<file path="src/vt4_pkg.sv">
`timescale 1ns / 1ps
package vt4_pkg;

   localparam int DATA_W                = 32;
   localparam int CFG_W                 = 2 * DATA_W;
   localparam int CSR_INDEX_W           = 8;
   localparam int ROWS                  = 4;
   localparam int COLS                  = 4;
   localparam int LANES                 = ROWS;
   localparam int ROW_SEL_W             = $clog2(ROWS);
   localparam int REG_COUNT             = ROWS * COLS / 2;
   localparam int PROD_W                = 2 * DATA_W;
   localparam int PAIR_W                = PROD_W + 1;
   localparam int SUM_W                 = PROD_W + 2;
   localparam int DEFAULT_FRACTION_BITS = 16;

   typedef logic signed [DATA_W-1:0] fix_type;
   typedef fix_type [COLS-1:0]       row_type;
   typedef row_type [ROWS-1:0]       matrix_type;
   typedef fix_type [COLS-1:0]       vertex_type;
   typedef fix_type [LANES-1:0]      result_type;
   typedef logic signed [PROD_W-1:0] prod_type;
   typedef logic signed [PAIR_W-1:0] pair_type;
   typedef logic signed [SUM_W-1:0]  sum_type;
   typedef sum_type [LANES-1:0]      sums_type;

   // Load enables for the three registered stages of every lane.
   typedef struct packed {
      logic mul_en;
      logic pair_en;
      logic sum_en;
   } lane_ctl_type;

   localparam fix_type FIX_MAX = {1'b0, {(DATA_W-1){1'b1}}};
   localparam fix_type FIX_MIN = {1'b1, {(DATA_W-1){1'b0}}};

endpackage

</file>
<file path="src/vt4_if.sv">


interface vt4_rsp_if;
   import vt4_pkg::*;
   logic    valid;
   logic    ready;
   fix_type ox;
   fix_type oy;
   fix_type oz;
   fix_type ow;
   modport source (output valid, output ox, output oy, output oz, output ow, input ready);
   modport sink (input valid, input ox, input oy, input oz, input ow, output ready);
endinterface


</file>
<file path="src/vt4_merge.sv">
`timescale 1ns / 1ps
module vt4_merge #(
   parameter int FRACTION_BITS = vt4_pkg::DEFAULT_FRACTION_BITS
) (
   input  logic              clock,
   input  logic              reset,
   input  logic              in_valid,
   input  vt4_pkg::sums_type sums,
   output logic              out_free,
   vt4_rsp_if.source         rsp_ch
);
   import vt4_pkg::*;

   result_type result_ff, result_in;
   logic       valid_ff,  valid_in;
   sum_type    shifted;

   // Floor shift, then clamp whenever the bits above the result's sign
   // disagree with it.
   always_comb begin
      shifted = '0;
      for (int l = 0; l < LANES; l++) begin
         shifted = $signed(sums[l]) >>> FRACTION_BITS;
         if ((&shifted[SUM_W-1:DATA_W-1]) || !(|shifted[SUM_W-1:DATA_W-1])) begin
            result_in[l] = shifted[DATA_W-1:0];
         end else begin
            result_in[l] = shifted[SUM_W-1] ? FIX_MIN : FIX_MAX;
         end
      end
   end

   assign out_free = !valid_ff || rsp_ch.ready;
   assign valid_in = out_free ? in_valid : valid_ff;

   always_ff @(posedge clock) begin
      if (reset) begin
         valid_ff <= 1'b0;
      end else begin
         valid_ff <= valid_in;
      end
   end

   always_ff @(posedge clock) begin
      if (out_free && in_valid) begin
         result_ff <= result_in;
      end
   end

   assign rsp_ch.valid = valid_ff;
   assign rsp_ch.ox    = result_ff[0];
   assign rsp_ch.oy    = result_ff[1];
   assign rsp_ch.oz    = result_ff[2];
   assign rsp_ch.ow    = result_ff[3];

endmodule

</file>
<file path="src/flat_wrapper.sv">
// flat-port wrapper written by rule: the top's interface ports become plain ports
module vt4_merge_flat import vt4_pkg::*;
#(
   parameter int FRACTION_BITS = vt4_pkg::DEFAULT_FRACTION_BITS
)
  (clock, reset, in_valid, sums, out_free, rsp_ch_valid, rsp_ch_ox, rsp_ch_oy, rsp_ch_oz, rsp_ch_ow, rsp_ch_ready);
  vt4_rsp_if rsp_ch_i ();
  input  logic clock;
  input  logic reset;
  input  logic in_valid;
  input  vt4_pkg::sums_type sums;
  output logic out_free;
  output wire logic [$bits(rsp_ch_i.valid)-1:0] rsp_ch_valid;
  output wire logic [$bits(rsp_ch_i.ox)-1:0] rsp_ch_ox;
  output wire logic [$bits(rsp_ch_i.oy)-1:0] rsp_ch_oy;
  output wire logic [$bits(rsp_ch_i.oz)-1:0] rsp_ch_oz;
  output wire logic [$bits(rsp_ch_i.ow)-1:0] rsp_ch_ow;
  input wire logic [$bits(rsp_ch_i.ready)-1:0] rsp_ch_ready;
  assign rsp_ch_valid = rsp_ch_i.valid;
  assign rsp_ch_ox = rsp_ch_i.ox;
  assign rsp_ch_oy = rsp_ch_i.oy;
  assign rsp_ch_oz = rsp_ch_i.oz;
  assign rsp_ch_ow = rsp_ch_i.ow;
  assign rsp_ch_i.ready = rsp_ch_ready;
  vt4_merge #(.FRACTION_BITS(FRACTION_BITS)) u_core (.clock(clock), .reset(reset), .in_valid(in_valid), .sums(sums), .out_free(out_free), .rsp_ch(rsp_ch_i));
endmodule
</file>
<file path="config.mk">
export PLATFORM = sky130hd
export DESIGN_NAME = vt4_merge_flat
export DESIGN_NICKNAME = d
export VERILOG_FILES = /design/src/vt4_pkg.sv /design/src/vt4_if.sv /design/src/vt4_merge.sv /design/src/flat_wrapper.sv
export SDC_FILE = /design/constraint.sdc
export NUM_CORES = 1
export LEC_CHECK = 0
export BUFFER_PORTS_ARGS = -buffer_cell sky130_fd_sc_hd__buf_2
export CORE_AREA = 2 2 155 157
export CTS_CLUSTER_SIZE = 16
export DETAILED_ROUTE_END_ITERATION = 12
export DIE_AREA = 0 0 157 159
export SETUP_SLACK_MARGIN = 0.05
export SYNTH_ARGS = -nofsm -noshare
export SYNTH_HDL_FRONTEND = slang
export SYNTH_SLANG_ARGS = --single-unit
</file>
<file path="constraint.sdc">
create_clock -name clock -period 8.35 [get_ports clock]
set_clock_uncertainty 0.1 [all_clocks]
set_input_delay 0.4175 -clock clock [delete_from_list [all_inputs] [get_ports clock]]
set_output_delay 0.4175 -clock clock [all_outputs]
set_load 0.005 [all_outputs]
</file>
# Word level (Yosys, flattened, before mapping)
# Index checks and enable logic that the tools add are counted.
[totals]
elab_cells = 32
reg_bits = 129
input_bits = 268
output_inout_bits = 130
[op_classes]
mux = 8
reduce_logical = 19
[op_table]
columns = ["op", "n"]
rows = [
  ["two-way mux 32 bit", 8],
  ["AND reduction 19 bit", 4],
  ["OR reduction 19 bit", 4],
  ["logical NOT 1 bit", 5],
  ["logical OR 1 bit", 5],
  ["logical AND 1 bit", 1],
]

# Longest topological paths before layout
[depth]
ltp_word = 4
ltp_mapped = 6

# Least setup slack after synthesis
# Ideal clock, no wire load.
[synth_timing]
path_type = "input port to flip-flop"
from = "input rsp_ch_ready"
to = "register u_core.result_ff (netlist bit u_core.rsp_ch.ow[0]) (enable)"
setup_slack_ns = 4.220
required_time_ns = 7.747
arrival_time_ns = 3.527
path_stages = 2
setup_ns = 0.503
path_cell_list = "nand2b_1 > and2_1"
[synth_between]
elab_chain_len = 2
[synth_rtl]
columns = ["element", "line_no", "source"]
rows = [
  ["start, declared", "flat_wrapper.sv:18", "input wire logic [$bits(rsp_ch_i.ready)-1:0] rsp_ch_ready;"],
  ["logical OR 1 bit", "vt4_merge.sv:32", "assign out_free = !valid_ff || rsp_ch.ready;"],
  ["logical AND 1 bit", "vt4_merge.sv:44", "if (out_free && in_valid) begin"],
  ["end signal, assigned", "vt4_merge.sv:45", "result_ff <= result_in;"],
  ["end, declared", "vt4_merge.sv:14", "result_type result_ff, result_in;"],
]
# No other way between the ends.
# A chain may end at the register's enable or synchronous reset.

# Worst setup path in the final report
[layout_timing]
from = "register u_core.valid_ff, in the netlist u_core.rsp_ch.valid"
to = "register u_core.result_ff (netlist bit u_core.rsp_ch.ow[17]) (enable)"
[layout_between]
elab_chain_len = 3
[layout_rtl]
columns = ["element", "line_no", "source"]
rows = [
  ["start, declared", "vt4_merge.sv:15", "logic valid_ff, valid_in;"],
  ["start signal, assigned", "vt4_merge.sv:39", "valid_ff <= valid_in;"],
  ["logical NOT 1 bit", "vt4_merge.sv:32", ""],
  ["logical OR 1 bit", "vt4_merge.sv:32", ""],
  ["logical AND 1 bit", "vt4_merge.sv:44", ""],
]
# No other way between the ends.

==> flow_summary.ini <==
[outcome]
status = finished, final reports clean

[power_and_ir_drop]
p_per_area_nw_per_um2 = 211.4
irDropWorstVdd_mv = 0.1244
power.leakage_nw = 3.746

[timing]
fmax_ghz = 0.3924
fin_crit_ns = 2.549
slew_headroom_pct = 36.67
setup_violations = 0
rsz0062_at_grt = no
final_max_slew_viol_count = 0
setup-tns-final_ns = 0
finalHoldViolCount = 0
worst_pin_slew_ns = 0.9499
fin_crit_sh_pct = 30.52

[synthesis]
synthArstFlopShare_pct = 0
synth_top_cell_by_area = edfxtp_1
netlist_instances = 345
synth.yosys.seq_area_share_pct = 68.78
synth_top_cell_area_share_pct = 68.42
synth_edf_count = 128
synth_cell_types = 20
synth.ff_latch_count = 129
syn_avg_cell_area_um2 = 16.28
yosys_warnings = 0
syn_area_um2 = 5618
synth_ff_type = edfxtp_1
synth_nets = 613
synth_area_leaders = edfxtp_1 (68%), a21o_2 (14%), a21o_1 (4.1%)

[placed_design]
port_buffers = 333
routabilityCongestion = 0.8435
post-dp-hpwl_um = 11860

[floorplan]
dieArea_um2 = 24960
die_h_um = 159
fp.dieW_um = 157
coreArea_um2 = 23190
initial_core_util_pct = 24.22
rows = 56
ios = 398

[hold_path]
hold_depth = 2
worstHoldStart = reset
worstHoldPathType = in -> reg
hold_end = u_core.rsp_ch.valid

[worst_setup_path]
crit_chain = nand2b_1 > and2_4 > buf_4
arrival_ns = 2.48
r2r_slack_ns = 5.80
worst-path-stages = 3
r2r-start = u_core.rsp_ch.valid
critPathKind = reg -> reg
slowest_delay_ns = 0.83
critPathTopFamily = buffers and inverters
crit_slowest_cell = buf_4
startpoint_type = register
end_kind = register
reg2reg_depth = 3
cp_max_fo = 70
crit_buf_inv = 1
reg2reg_to = u_core.rsp_ch.ow[17]
worst_ep_required_time_ns = 8.28

[global_routing]
grt-ovfl-total = 0
grt_pass1_vias = 4317
antenna_found_initial = 2
grt_pass1_wl_um = 23760
grt_start_max_net_pins = 71
grt.total_usage_pct = 12.46

[clock_tree]
cts-resized-gates = 0
cts_buffers = 17
cts_setup_buffers = 0
clock_latency_ns = 0.41
cts_tree = built
clkTransAtPathRegs_ns = 0.06
clockRootBuffer = clkbuf_16
cts_hold_buf = 0
cts_buffer_depth = 2
cts_sinks = 129
htree_levels = 4

[drt]
drtPass1Iterations = 4
drcViolationCount = 0
met2_length_um = 8006
drt_iter0_markers = 226
wl_um = 16120
topRoutingLayerUsed = met4
vias = 4309
wl_met1_um = 6488
ant_nets = 0
wl_per_cell_um = 16.01
routed_via_density = 4.279
route.met3.wl_um = 1158

[layout]
layout.cells.most_common = buf_2
final_cell_mix = buf_2 (333), edfxtp_1 (128), a21o_2 (93)
drive_gt1_share_pct = 68.85
final_nets = 942
syn2layout_area_growth_pct = 44.68
final_core_util_pct = 35.05

[run]
maxCapViolCount = 0
[logic make-up (layout without fill, tap and decap cells)]
group,count (synthesis),count (layout),synth area share (%)
DFF,129,129,68.78
buffers and inverters,29,371,4.811
other,0,1,0
and+or+nand+nor,54,54,6.103
AOI/OAI and AO/OA,133,133,20.31
[synth_stat cells (3+ instances only)]
| master | instances |
|---|---|
| edfxtp_1 | 128 |
| a21o_2 | 93 |
| a21o_1 | 31 |
| nand4_1 | 20 |
| buf_6 | 18 |
| nor4_1 | 16 |
| nor2_1 | 8 |
| buf_2 | 6 |
| a31o_2 | 4 |
| and3_1 | 4 |
| nor4_2 | 4 |
| a311oi_2 | 3 |
| dlygate4sd3_1 | 3 |
[stage by stage]
| step | power (mW) | std cells | worst slack (ns) | cell area (µm²) | hold slack (ns) |
|---|---|---|---|---|---|
| 6_report | 1.718 | 1007 | 5.801 | 8128 | 0.04872 |
| 4_1_cts | 1.748 | 1006 | 5.770 | 8125 | 0.03015 |
| 5_1_grt | 1.790 | 1006 | 5.621 | 8125 | 0.03390 |
| 3_3_place_gp | 0.9417 | 974 | 5.586 | 7508 | 0.3997 |
| 3_5_place_dp | 0.9456 | 974 | 5.551 | 7508 | 0.4106 |
| 2_1_floorplan | 0.8448 | 345 | 4.220 | 5618 | 0.3866 |
[area by class of cell]
| type | count | area [µm²] |
|---|---|---|
| timing repair buffer | 338 | 1704 |
| inverter | 1 | 3.754 |
| clock inverter | 14 | 187.7 |
| clock buffer | 18 | 429.2 |
| fill | 2316 | 15060 |
| multi-input combinational | 187 | 1538 |
| sequential | 129 | 3864 |
| antenna | 1 | 2.502 |
| tap | 319 | 399.1 |
[worst max-delay path by stage]
stage / from / to / slack [ns]
finish: u_core.rsp_ch.valid / u_core.rsp_ch.ow[17] / 5.80
CTS: u_core.rsp_ch.valid / u_core.rsp_ch.ow[19] / 5.77
floorplan: rsp_ch_ready / u_core.rsp_ch.ow[0] / 4.22
global route: u_core.rsp_ch.valid / u_core.rsp_ch.ox[9] / 5.62
global placement: rsp_ch_ready / u_core.rsp_ch.ow[21] / 5.59
detailed placement: rsp_ch_ready / u_core.rsp_ch.ow[21] / 5.55
[registers in the layout, indices dropped and copies added, names as in the netlist]
name                 count
u_core.rsp_ch.oy        32
u_core.rsp_ch.valid      1
u_core.rsp_ch.oz        32
u_core.rsp_ch.ow        32
u_core.rsp_ch.ox        32
[where the power goes]
part | total (mW) | switching (mW) | internal (mW)
clock | 0.790 | 0.290 | 0.500
sequential | 0.767 | 0.00850 | 0.758
combinational | 0.162 | 0.0787 | 0.0832
total | 1.72 | 0.377 | 1.34
[routing by layer]
| layer | vias to the layer above | GRT usage [%] |
|---|---|---|
| li1 | 2047 | - |
| met1 | 2032 | 14.26 |
| met2 | 203 | 21.39 |
| met3 | 27 | 3.566 |
| met4 | 0 | 5.671 |
| met5 | - | 0 |
Note: power is estimated with default switching activity, not from simulation.
