--- config.mk ---
export PLATFORM = sky130hd
export DESIGN_NAME = vt4_csr_flat
export DESIGN_NICKNAME = d
export VERILOG_FILES = /design/src/vt4_pkg.sv /design/src/vt4_if.sv /design/src/vt4_csr.sv /design/src/flat_wrapper.sv
export SDC_FILE = /design/constraint.sdc
export NUM_CORES = 1
export LEC_CHECK = 0
export BUFFER_PORTS_ARGS = -buffer_cell sky130_fd_sc_hd__buf_2
export CAP_MARGIN = 0
export CORE_MARGIN = 2
export CORE_UTILIZATION = 40
export DETAILED_ROUTE_END_ITERATION = 7
export SLEW_MARGIN = 30
export SYNTH_ARGS = -nofsm -noshare
export SYNTH_HDL_FRONTEND = slang
export SYNTH_SLANG_ARGS = --single-unit
--- constraint.sdc ---
create_clock -name clock -period 2.78 [get_ports clock]
set_input_delay 0.278 -clock clock [delete_from_list [all_inputs] [get_ports clock]]
set_output_delay 0.278 -clock clock [all_outputs]
set_load 0.05 [all_outputs]
--- src/vt4_pkg.sv ---
`timescale 1ns / 1ps
package vt4_pkg;

   localparam int DATA_W                = 32;
   localparam int CFG_W                 = 2 * DATA_W;
   localparam int CSR_INDEX_W           = 8;
   localparam int ROWS                  = 4;
   localparam int COLS                  = 4;
   localparam int LANES                 = ROWS;
   localparam int ROW_SEL_W             = $clog2(ROWS);
   localparam int REG_COUNT             = ROWS * COLS / 2;
   localparam int PROD_W                = 2 * DATA_W;
   localparam int PAIR_W                = PROD_W + 1;
   localparam int SUM_W                 = PROD_W + 2;
   localparam int DEFAULT_FRACTION_BITS = 16;

   typedef logic signed [DATA_W-1:0] fix_type;
   typedef fix_type [COLS-1:0]       row_type;
   typedef row_type [ROWS-1:0]       matrix_type;
   typedef fix_type [COLS-1:0]       vertex_type;
   typedef fix_type [LANES-1:0]      result_type;
   typedef logic signed [PROD_W-1:0] prod_type;
   typedef logic signed [PAIR_W-1:0] pair_type;
   typedef logic signed [SUM_W-1:0]  sum_type;
   typedef sum_type [LANES-1:0]      sums_type;

   // Load enables for the three registered stages of every lane.
   typedef struct packed {
      logic mul_en;
      logic pair_en;
      logic sum_en;
   } lane_ctl_type;

   localparam fix_type FIX_MAX = {1'b0, {(DATA_W-1){1'b1}}};
   localparam fix_type FIX_MIN = {1'b1, {(DATA_W-1){1'b0}}};

endpackage

--- src/vt4_if.sv ---


interface vt4_csr_if;
   import vt4_pkg::*;
   logic                   valid;
   logic                   ready;
   logic [CSR_INDEX_W-1:0] reg_index;
   logic [CFG_W-1:0]       data;
   modport source (output valid, output reg_index, output data, input ready);
   modport sink (input valid, input reg_index, input data, output ready);
endinterface

--- src/vt4_csr.sv ---
`timescale 1ns / 1ps
module vt4_csr #(
   parameter int FRACTION_BITS = vt4_pkg::DEFAULT_FRACTION_BITS
) (
   input  logic                clock,
   input  logic                reset,
   vt4_csr_if.sink             csr_ch,
   output vt4_pkg::matrix_type matrix
);
   import vt4_pkg::*;

   localparam fix_type ONE = fix_type'(1) << FRACTION_BITS;

   matrix_type            matrix_ff;
   logic [ROW_SEL_W-1:0]  row_sel;
   logic                  half_sel;

   // Register k holds row k/2, columns 2*(k%2) and 2*(k%2)+1.
   assign row_sel  = csr_ch.reg_index[ROW_SEL_W:1];
   assign half_sel = csr_ch.reg_index[0];

   assign csr_ch.ready = 1'b1;

   always_ff @(posedge clock) begin
      if (reset) begin
         for (int r = 0; r < ROWS; r++) begin
            for (int c = 0; c < COLS; c++) begin
               matrix_ff[r][c] <= (r == c) ? ONE : '0;
            end
         end
      end else if (csr_ch.valid && (csr_ch.reg_index < CSR_INDEX_W'(REG_COUNT))) begin
         if (half_sel) begin
            matrix_ff[row_sel][2] <= csr_ch.data[DATA_W-1:0];
            matrix_ff[row_sel][3] <= csr_ch.data[CFG_W-1:DATA_W];
         end else begin
            matrix_ff[row_sel][0] <= csr_ch.data[DATA_W-1:0];
            matrix_ff[row_sel][1] <= csr_ch.data[CFG_W-1:DATA_W];
         end
      end
   end

   assign matrix = matrix_ff;

endmodule

--- src/flat_wrapper.sv ---
// flat-port wrapper written by rule: the top's interface ports become plain ports
module vt4_csr_flat import vt4_pkg::*;
#(
   parameter int FRACTION_BITS = vt4_pkg::DEFAULT_FRACTION_BITS
)
  (clock, reset, matrix, csr_ch_valid, csr_ch_reg_index, csr_ch_data, csr_ch_ready);
  vt4_csr_if csr_ch_i ();
  input  logic clock;
  input  logic reset;
  output vt4_pkg::matrix_type matrix;
  input wire logic [$bits(csr_ch_i.valid)-1:0] csr_ch_valid;
  input wire logic [$bits(csr_ch_i.reg_index)-1:0] csr_ch_reg_index;
  input wire logic [$bits(csr_ch_i.data)-1:0] csr_ch_data;
  output wire logic [$bits(csr_ch_i.ready)-1:0] csr_ch_ready;
  assign csr_ch_i.valid = csr_ch_valid;
  assign csr_ch_i.reg_index = csr_ch_reg_index;
  assign csr_ch_i.data = csr_ch_data;
  assign csr_ch_ready = csr_ch_i.ready;
  vt4_csr #(.FRACTION_BITS(FRACTION_BITS)) u_core (.clock(clock), .reset(reset), .csr_ch(csr_ch_i), .matrix(matrix));
endmodule
# After elaboration in Yosys (flattened, before gate mapping)
# Index checks and enable logic that the tools add are counted.
# classes
n_lt_le_gt_ge,3
mux,13
reduce_logical,2
# op_table
op,n
bitwise mux 512 bit,4
demux 128 bit (select 2 bit),4
two-way mux 512 bit,1
two-way mux 128 bit,1
two-way mux 96 bit,1
two-way mux 64 bit,1
two-way mux 32 bit,1
"less-than comparator 8 x 4 -> 1 bit, second input constant",1
"less-than comparator 2 x 3 -> 1 bit, second input constant",1
"greater-or-equal comparator 2 x 1 -> 1 bit, second input constant",1
logical AND 1 bit,2
# totals
wordCells,34
out_inout_bits,513
register_bits,512
in_bits,75

# Depth between registers and ports, before layout
# Gate-level depths: netlist (run 1).
# logic_depth
word_depth,7
ltp_mapped,7
depth_no_buf,3

# Worst setup path after synthesis (run 1)
# No wires, ideal clock.
# synth_timing
kind,input to register
from,input csr_ch_reg_index[4]
to,"register u_core.matrix_ff, in the netlist u_core.matrix[477]"
t_required_ns,2.708
n_path_buf,3
path_stages,6
arrival_time_ns,1.538
path_slack_ns,1.170
path_cell_list,nor4b_4 and4_1 buf_2 buf_6 buf_8 mux2i_1
# synth_via
elab_chain_len,2
# synth_lines
element,line_no,rtl
"start, declared",flat_wrapper.sv:12,input wire logic [$bits(csr_ch_i.reg_index)-1:0] csr_ch_reg_index;
less-than comparator 8 x 4 -> 1 bit,vt4_csr.sv:31,end else if (csr_ch.valid && (csr_ch.reg_index < CSR_INDEX_W'(REG_COUNT))) begin
logical AND 1 bit,vt4_csr.sv:31,
"end signal, assigned by index",vt4_csr.sv:33,matrix_ff[row_sel][2] <= csr_ch.data[DATA_W-1:0];
"end signal, assigned by index",vt4_csr.sv:34,matrix_ff[row_sel][3] <= csr_ch.data[CFG_W-1:DATA_W];
"end signal, assigned by index",vt4_csr.sv:36,matrix_ff[row_sel][0] <= csr_ch.data[DATA_W-1:0];
"end, declared",vt4_csr.sv:14,matrix_type matrix_ff;
# Every way passes these cells.
# A chain may end at the register's enable or synchronous reset.

# Worst setup path in the final report (run 1)
# layout_timing
from,"register u_core.matrix_ff, in the netlist u_core.matrix[33]"
to,output matrix[33] in the netlist's numbering
# layout_lines
element,line_no,rtl
"start signal, assigned by index",vt4_csr.sv:28,matrix_ff[r][c] <= (r == c) ? ONE : '0;
"start signal, assigned by index",vt4_csr.sv:33,
"start signal, assigned by index",vt4_csr.sv:34,
"end, declared",flat_wrapper.sv:10,output vt4_pkg::matrix_type matrix;
# No word-level cell between the ends.

==> metrics.cfg, run 1 <==
[setup_path]
worst-path-buf-inv=1
critPathLaunchType=register
reg2reg_from=u_core.matrix[280]
critPathKind=register to output port
crit_chain=buf_2
reg2regPathDepth=2
reg2reg_setup_slack_ns=2.09
r2r-end=u_core.matrix[280]
cp_top_family=flip-flops
arrival_ns=1.31
end_kind=output port
crit_required_ns=2.50
slowest_delay_ns=0.37
crit_fanout=2
cp_slowest_cell=dfxtp_1

[timing]
maxSlewHeadroom=0.406
finalWorstSetupSlack_ns=1.19
fin_crit_sh=0.571
setup_violations=0
tightestPinTransition_ns=0.892
slew_violations=0
rsz0062_at_grt=no
skew_ns=0
tns_ns=0
fmax_mhz=630
hold_viol=0
min_period_ns=1.59

[placement]
dp_hpwl_mm=42.2
post-place-ws_ns=0.796
placed_area_um2=23300
gp_congestion=0.794
numPortBuffers=586

[power]
power_mw=15.2
seqPwrFrac=0.483
switching_share=0.219
p_int_mw=11.9
powerDensity_nw_per_um2=606
p_leak_nw=13.8
power.clock.fraction=0.480
p_sw_mw=3.33
irDropWorstVdd_mv=0.417
combPwrFrac=0.037

[clock_tree]
cts_buffer_depth=3
cts_tree=yes
htree_num_levels=2
cts_resized=0
cts_setup_buffers=0
clkSinkCount=512
clkTransAtPathRegs_ns=0.06
numCtsBuffers=56
clk_latency_ns=0.60
root_buffer=clkbuf_16

[run_status]
outcome=finished clean

[logic_synthesis]
synthTopCellsByArea=dfxtp_1 (52%), mux2i_1 (26%), nand2b_1 (18%)
synth.top_cell.area_share=0.515
synthCells=1803
synthFlopType=dfxtp_1
avgSynthCellArea_um2=11.0
synthArstFlopShare=0
netlist_area_um2=19900
synth.most_common_cell=nand2b_1
yosys.area.top_type=dfxtp_1
synth.net_count=1878
synth_seq_cells=512
synth_edf_count=0
synth_cell_type_count=20
yosysSeqAreaShare=0.515
yosysWarnings=0
synth_common_cells=nand2b_1 (572), dfxtp_1 (512), mux2i_1 (512)

[worst_hold_path]
hold_path.class=primary input to register
min_path_cells=3
hp-start=csr_ch_data[16]
min_to=u_core.matrix[336]

[global_route]
grt_pass1_vias=14155
grt_pass1_wl_mm=88.6
grt_overflow=0
grt_max_degree=84
grt_usage=0.225
antenna_found_initial=3

[drt]
wl_per_cell_um=20.2
ant_nets=0
viasPerCell=4.73
wl_mm=60.9
first_pass_iters=4
drt_drc_violations_left=0
drt_iter0_markers=515
vias=14245

[floorplan]
die_x_um=227
coreArea_um2=49100
io_pins=588
die_area_um2=51500
die_h_um=227
start_util=0.406
row_count=81

[flow_run]
maxCapViolCount=0

[cells_and_area]
area_growth_pct=26.3
seq_area_um2=10200
multiInputGateArea_um2=8900
nNetsFinal=2378
layout-drive-gt1-share=0.307
largest_reg_flops=512
finish.utilization=0.512
fillers=4544
fin_area_um2=25100
diodes=0

area by class of cell:
type	instances	share of cell area
tap	664	0.0331
multi-input combinational	1108	0.354
clock inverter	19	0.00747
sequential	512	0.408
clock buffer	81	0.0647
timing repair buffer	625	0.133
logic make-up after synthesis:
logic type | after synthesis | synth area share
other cells | 1 | 0.000188
flops | 512 | 0.515
simple gates | 595 | 0.187
buf+inv | 183 | 0.0400
mux | 512 | 0.258
what timing repair did:
action | 4_1_cts | 5_1_grt
hold endpoints to repair | 2 | 0
setup endpoints to repair | 0 | 0
hold buffers | 1 | 0
through the flow:
| step | instances | hold slack [ns] |
|---|---|---|
| after floorplan | 1803 | 0.449 |
| final | 3009 | 0.0501 |
| after global routing | 3009 | 0.0386 |
| after CTS | 3009 | 0.00103 |
| after detailed placement | 2908 | 0.458 |
| after global placement | 2908 | 0.455 |
cells in the final DEF (no fill, tap or decap), types with 8 or more instances in the layout:
master,synthesis,layout
clkbuf_16,0,57
nor2_1,8,8
clkbuf_8,0,11
nand2b_1,572,572
buf_12,0,8
clkbuf_1,61,13
buf_4,7,30
dfxtp_1,512,512
buf_2,51,585
clkinv_2,0,11
mux2i_1,512,512
power groups by stage:
stage                     clock, mW  sequential [mW]  combinational, mW
after global placement            0             7.51              0.557
after CTS                      7.46             7.35              0.566
after detailed placement          0             7.51              0.562
final                          7.31             7.35              0.560
after floorplan                   0             7.54              0.342
after global routing           7.79             7.35              0.597
worst max-delay path by stage:
stage	start	slack (ns)	endpoint	cells after the start
CTS	u_core.matrix[226]	1.18	matrix[226]	1
global placement	csr_ch_reg_index[5]	0.82	u_core.matrix[66]	6
global route	u_core.matrix[33]	1.15	matrix[33]	1
floorplan	csr_ch_reg_index[4]	1.17	u_core.matrix[477]	6
detailed placement	csr_ch_reg_index[5]	0.80	u_core.matrix[68]	6
finish	u_core.matrix[33]	1.19	matrix[33]	1
routing by layer:
metal	up-vias	track usage	wire length, um
li1	6869	-	-
met1	6884	0.270	25300
met2	409	0.388	29500
met3	79	0.0710	4590
met4	4	0.0626	1450
met5	-	0	18
Power figures use the tool's default switching activity.
==> inputs of run 2 (changes only) <==
ABC_AREA = 1   (was unset)
CORE_AREA = 2 2 229 231   (was unset)
CORE_MARGIN = unset   (was 2)
CORE_UTILIZATION = unset   (was 40)
DIE_AREA = 0 0 231 233   (was unset)
clock period = 1.5 ns   (was 2.78 ns; I/O delays follow)
==> metrics.cfg, run 2 <==
[clock_tree]
cts_setup_buffers=0
numCtsBuffers=55
clkSinkCount=512
root_buffer=clkbuf_16
htree_num_levels=2
cts_tree=yes
cts_buffer_depth=3
clkTransAtPathRegs_ns=0.06
clk_latency_ns=0.59

[timing]
min_period_ns=1.42
fin_crit_sh=0.949
hold_viol=0
setup_violations=0
skew_ns=0
whs_ns=0.0343
rsz0062_at_grt=no
fmax_mhz=702
slew_violations=0

[power]
combPwrFrac=0.048
power_mw=28.5
p_int_mw=22.1
power.clock.fraction=0.474
p_sw_mw=6.41
powerDensity_nw_per_um2=1120
seqPwrFrac=0.478
irDropWorstVdd_mv=0.821
p_leak_nw=12.5
switching_share=0.225

[global_route]
grt_usage=0.222
grt_max_degree=66
met3_usage=0.0680
grt_pass1_vias=15932
grt_pass1_wl_mm=93.8
grt_overflow=0
grt_use_met2=0.358
grt_util_met1=0.283
top_usage_layer=met2
antenna_found_initial=2

[drt]
first_pass_iters=5
drt_iter0_markers=1027
wl_per_cell_um=15.1
wl_mm=62.2
vias=18108
drt_drc_violations_left=0
ant_nets=0
viasPerCell=4.39

[placement]
numPortBuffers=586
dp_hpwl_mm=44.1
gp_congestion=0.817

[cells_and_area]
finish.utilization=0.499
mostFrequentLayoutCells=nand2_1 (1029), nor2_1 (1021), buf_2 (585)
layout_commonest_cell=nand2_1
nNetsFinal=3477
largest_reg_flops=512
area_growth_pct=32.5
layout-drive-gt1-share=0.221
fillers=5210

[logic_synthesis]
synth_top_family_by_area=simple AND/OR/NAND/NOR gates
synthTopCellsByArea=dfxtp_1 (53%), nand2_1 (20%), nor2_1 (20%)
synthCells=2817
synthAdderAreaFrac=0
avgSynthCellArea_um2=6.82
synth_common_cells=nand2_1 (1029), nor2_1 (1021), dfxtp_1 (512)
synth.top_cell.area_share=0.533
synth.area.mux_share=0
synth_cell_type_count=16
synth.net_count=2892
synthFlopType=dfxtp_1
synthXorXnorAreaFrac=0
synth_edf_count=0
synth.most_common_cell=nand2_1
synthSimpleGateAreaFrac=0.406
yosysSeqAreaShare=0.533
synthArstFlopShare=0
yosysWarnings=0
synth-compound-area-share=0.00104
synth_seq_cells=512
yosys.area.top_type=dfxtp_1
netlist_area_um2=19200

[setup_path]
cp_top_family=flip-flops
crit_start=u_core.matrix[170]
cp_slowest_cell=dfxtp_1
crit_chain=buf_2
critPathKind=register to output port
worst-path-buf-inv=1
arrival_ns=1.27
critPathLaunchType=register
end_kind=output port
crit_required_ns=1.35
slowest_delay_ns=0.39
reg2reg_setup_slack_ns=0.83
crit_fanout=2
reg2reg_from=u_core.matrix[336]

[floorplan]
die_x_um=231
coreArea_um2=51100
row_count=83
io_pins=588
die_h_um=233
die_area_um2=53800
start_util=0.376

[run_status]
outcome=finished clean

[flow_run]
maxCapViolCount=0

[worst_hold_path]
hp-start=csr_ch_data[21]
hold_path.class=primary input to register

-- run 2: cell type report --
class / instances / area [um2] / share of cell area
sequential: 512 / 10200 / 0.402
multi-input combinational: 2069 / 7850 / 0.308
timing repair buffer: 694 / 4460 / 0.175
clock buffer: 89 / 1710 / 0.0670
tap: 680 / 851 / 0.0334
inverter: 70 / 270 / 0.0106
clock inverter: 7 / 88.8 / 0.00349
antenna: 1 / 2.50 / 0.0000982
-- run 2: final timing paths --
| kind | to | cells after the start |
|---|---|---|
| worst max-delay path | matrix[170] | 1 |
| worst min register to register | u_core.matrix[96] | 2 |
| worst min-delay path | u_core.matrix[341] | 5 |
| worst max register to register | u_core.matrix[336] | 2 |
-- run 2: per-stage QoR --
step | area [um2] | instances | setup TNS (ns) | setup WS, ns
floorplan | 19200 | 2817 | 0 | 0.260
global placement | 23400 | 3996 | -0.632 | -0.0321
detailed placement | 23400 | 3996 | -1.84 | -0.0511
CTS | 25500 | 4121 | 0 | 0.0215
global route | 25500 | 4122 | 0 | 0.0197
finish | 25500 | 4122 | 0 | 0.0765
-- run 2: logic make-up (layout without fill, tap and decap cells) --
family	count (synthesis)	in the layout
AO/OA/AOI/OAI	4	4
buffers and inverters	236	860
flip-flops	512	512
other	1	2
AND/OR/NAND/NOR	2064	2064
-- run 2: power by group through the flow --
stage / registers (mW) / logic (mW) / clock network (mW)
2_1_floorplan: 14.1 / 0.702 / 0
3_3_place_gp: 13.9 / 1.31 / 0
3_5_place_dp: 13.9 / 1.31 / 0
4_1_cts: 13.6 / 1.37 / 13.8
5_1_grt: 13.6 / 1.52 / 14.4
6_report: 13.6 / 1.36 / 13.5
-- run 2: timing repair --
item                                    4_1_cts  5_1_grt
hold endpoints to repair                    167        0
endpoints found under the setup margin        1        0
hold buffers                                 29        0
resized for setup                             1        0
-- run 2: metal layers --
layer	up-vias	part of all wire	routed length [um]
li1	9482	-	-
met1	8027	0.44	27200
met2	505	0.45	28200
met3	92	0.081	5040
met4	2	0.027	1670
met5	-	0.00024	15
==> inputs of run 3 (changes only) <==
ABC_AREA = 0   (was 1)
CORE_AREA = unset   (was 2 2 229 231)
CORE_MARGIN = 2   (was unset)
CORE_UTILIZATION = 40   (was unset)
DIE_AREA = unset   (was 0 0 231 233)
==> metrics.cfg, run 3 (same netlist as run 1, synthesis figures left out) <==
[timing]
hold_viol=0
min_period_ns=1.44
tns_ns=0
setup_violations=0
rsz0062_at_grt=no
skew_ns=0
slew_violations=0
fin_crit_sh=0.962
fmax_mhz=693

[cells_and_area]
mostFrequentLayoutCells=buf_2 (584), nand2b_1 (572), mux2i_1 (512), dfxtp_1 (512), buf_4 (63)
area_growth_pct=31.1
finish.utilization=0.532
seq_area_um2=10200
largest_reg_flops=512
layout_commonest_cell=buf_2
multiInputGateArea_um2=8900
fillers=4533
layout-drive-gt1-share=0.317
nNetsFinal=2457

[clock_tree]
numCtsBuffers=54
htree_num_levels=2
root_buffer=clkbuf_16
clk_latency_ns=0.59
clkTransAtPathRegs_ns=0.06
cts_buffer_depth=3
cts_tree=yes
clkSinkCount=512

[global_route]
grt_max_degree=55
grt_pass1_vias=14875
grt_usage=0.235
antenna_found_initial=4
grt_overflow=0
grt_pass1_wl_mm=91.9

[power]
p_leak_nw=14.3
powerDensity_nw_per_um2=1090
irDropWorstVdd_mv=0.765
seqPwrFrac=0.479
power.clock.fraction=0.477
combPwrFrac=0.044
switching_share=0.216
p_sw_mw=6.15
p_int_mw=22.3

[drt]
wl_mm=62.6
wl_per_cell_um=20.3
first_pass_iters=5
viasPerCell=4.75
drt_drc_violations_left=0
drt_iter0_markers=594
ant_nets=0
vias=14669

[flow_run]
maxCapViolCount=0

[floorplan]
die_x_um=227
coreArea_um2=49100
die_h_um=227
start_util=0.406
row_count=81
die_area_um2=51500
io_pins=588

[setup_path]
cp_slowest_cell=dfxtp_1
critPathKind=register to output port
crit_chain=buf_4
worst-path-buf-inv=1
critPathLaunchType=register
crit_fanout=2
arrival_ns=1.29
crit_required_ns=1.35
end_kind=output port
cp_top_family=flip-flops
slowest_delay_ns=0.45

[placement]
dp_hpwl_mm=44.5
numPortBuffers=586
gp_congestion=0.802

[worst_hold_path]
hold_path.class=primary input to register

[run_status]
outcome=finished clean

run 3: cell count changes in the layout (fill, tap and decap cells not counted), sizes merged, moves of 13 or more:
cell    change
nor2     -1022
inv        -69
nand2b    +572
mux2i     +512
nand2    -1029
buf        +13
run 3: final timing paths:
check,cells past startpoint,startpoint,slack (ns),endpoint
setup reg to reg,2,u_core.matrix[28],0.78,u_core.matrix[28]
hold reg to reg,2,u_core.matrix[485],0.47,u_core.matrix[485]
setup / recovery,1,u_core.matrix[28],0.06,matrix[28]
hold / removal,3,csr_ch_data[18],0.03,u_core.matrix[18]
run 3: what timing repair did:
item / CTS / global route
hold buffers: 28 / 0
buffers inserted: 0 / 0
endpoints found under the hold margin: 191 / 0
endpoints found under the setup margin: 1 / 0
resized for setup: 1 / 0
run 3: per-layer routing:
| metal | vias up | wire (um) | global-route usage |
|---|---|---|---|
| met5 | - | 43 | 0 |
| met4 | 6 | 1950 | 0.0772 |
| met3 | 104 | 5060 | 0.0759 |
| met2 | 444 | 29800 | 0.398 |
| met1 | 7077 | 25800 | 0.282 |
| li1 | 7038 | - | - |
run 3: final cells by class:
type,count,area share
Sequential cell,512,0.393
Multi-Input combinational cell,1108,0.341
Timing Repair Buffer,706,0.165
Clock buffer,89,0.0642
Tap cell,664,0.0318
Clock inverter,10,0.00518
Antenna cell,1,0.0000959
run 3: power by group through the flow:
stage / sequential, mW / combinational (mW) / clock (mW)
6_report: 13.6 / 1.25 / 13.6
5_1_grt: 13.6 / 1.33 / 14.4
4_1_cts: 13.6 / 1.25 / 13.9
3_5_place_dp: 13.9 / 1.19 / 0
3_3_place_gp: 13.9 / 1.19 / 0
2_1_floorplan: 14.0 / 0.634 / 0
run 3: through the flow:
step / power (mW) / hold WS [ns] / instance area (um2) / std cells / setup slack, ns
3_3_place_gp: 15.1 / 0.433 / 24000 / 2962 / -0.211
4_1_cts: 28.7 / 0.00304 / 26100 / 3089 / 0.0000944
6_report: 28.4 / 0.0334 / 26100 / 3090 / 0.0563
2_1_floorplan: 14.6 / 0.321 / 19900 / 1803 / 0.0178
3_5_place_dp: 15.1 / 0.445 / 24000 / 2962 / -0.235
5_1_grt: 29.3 / 0.0237 / 26100 / 3089 / 0.0119
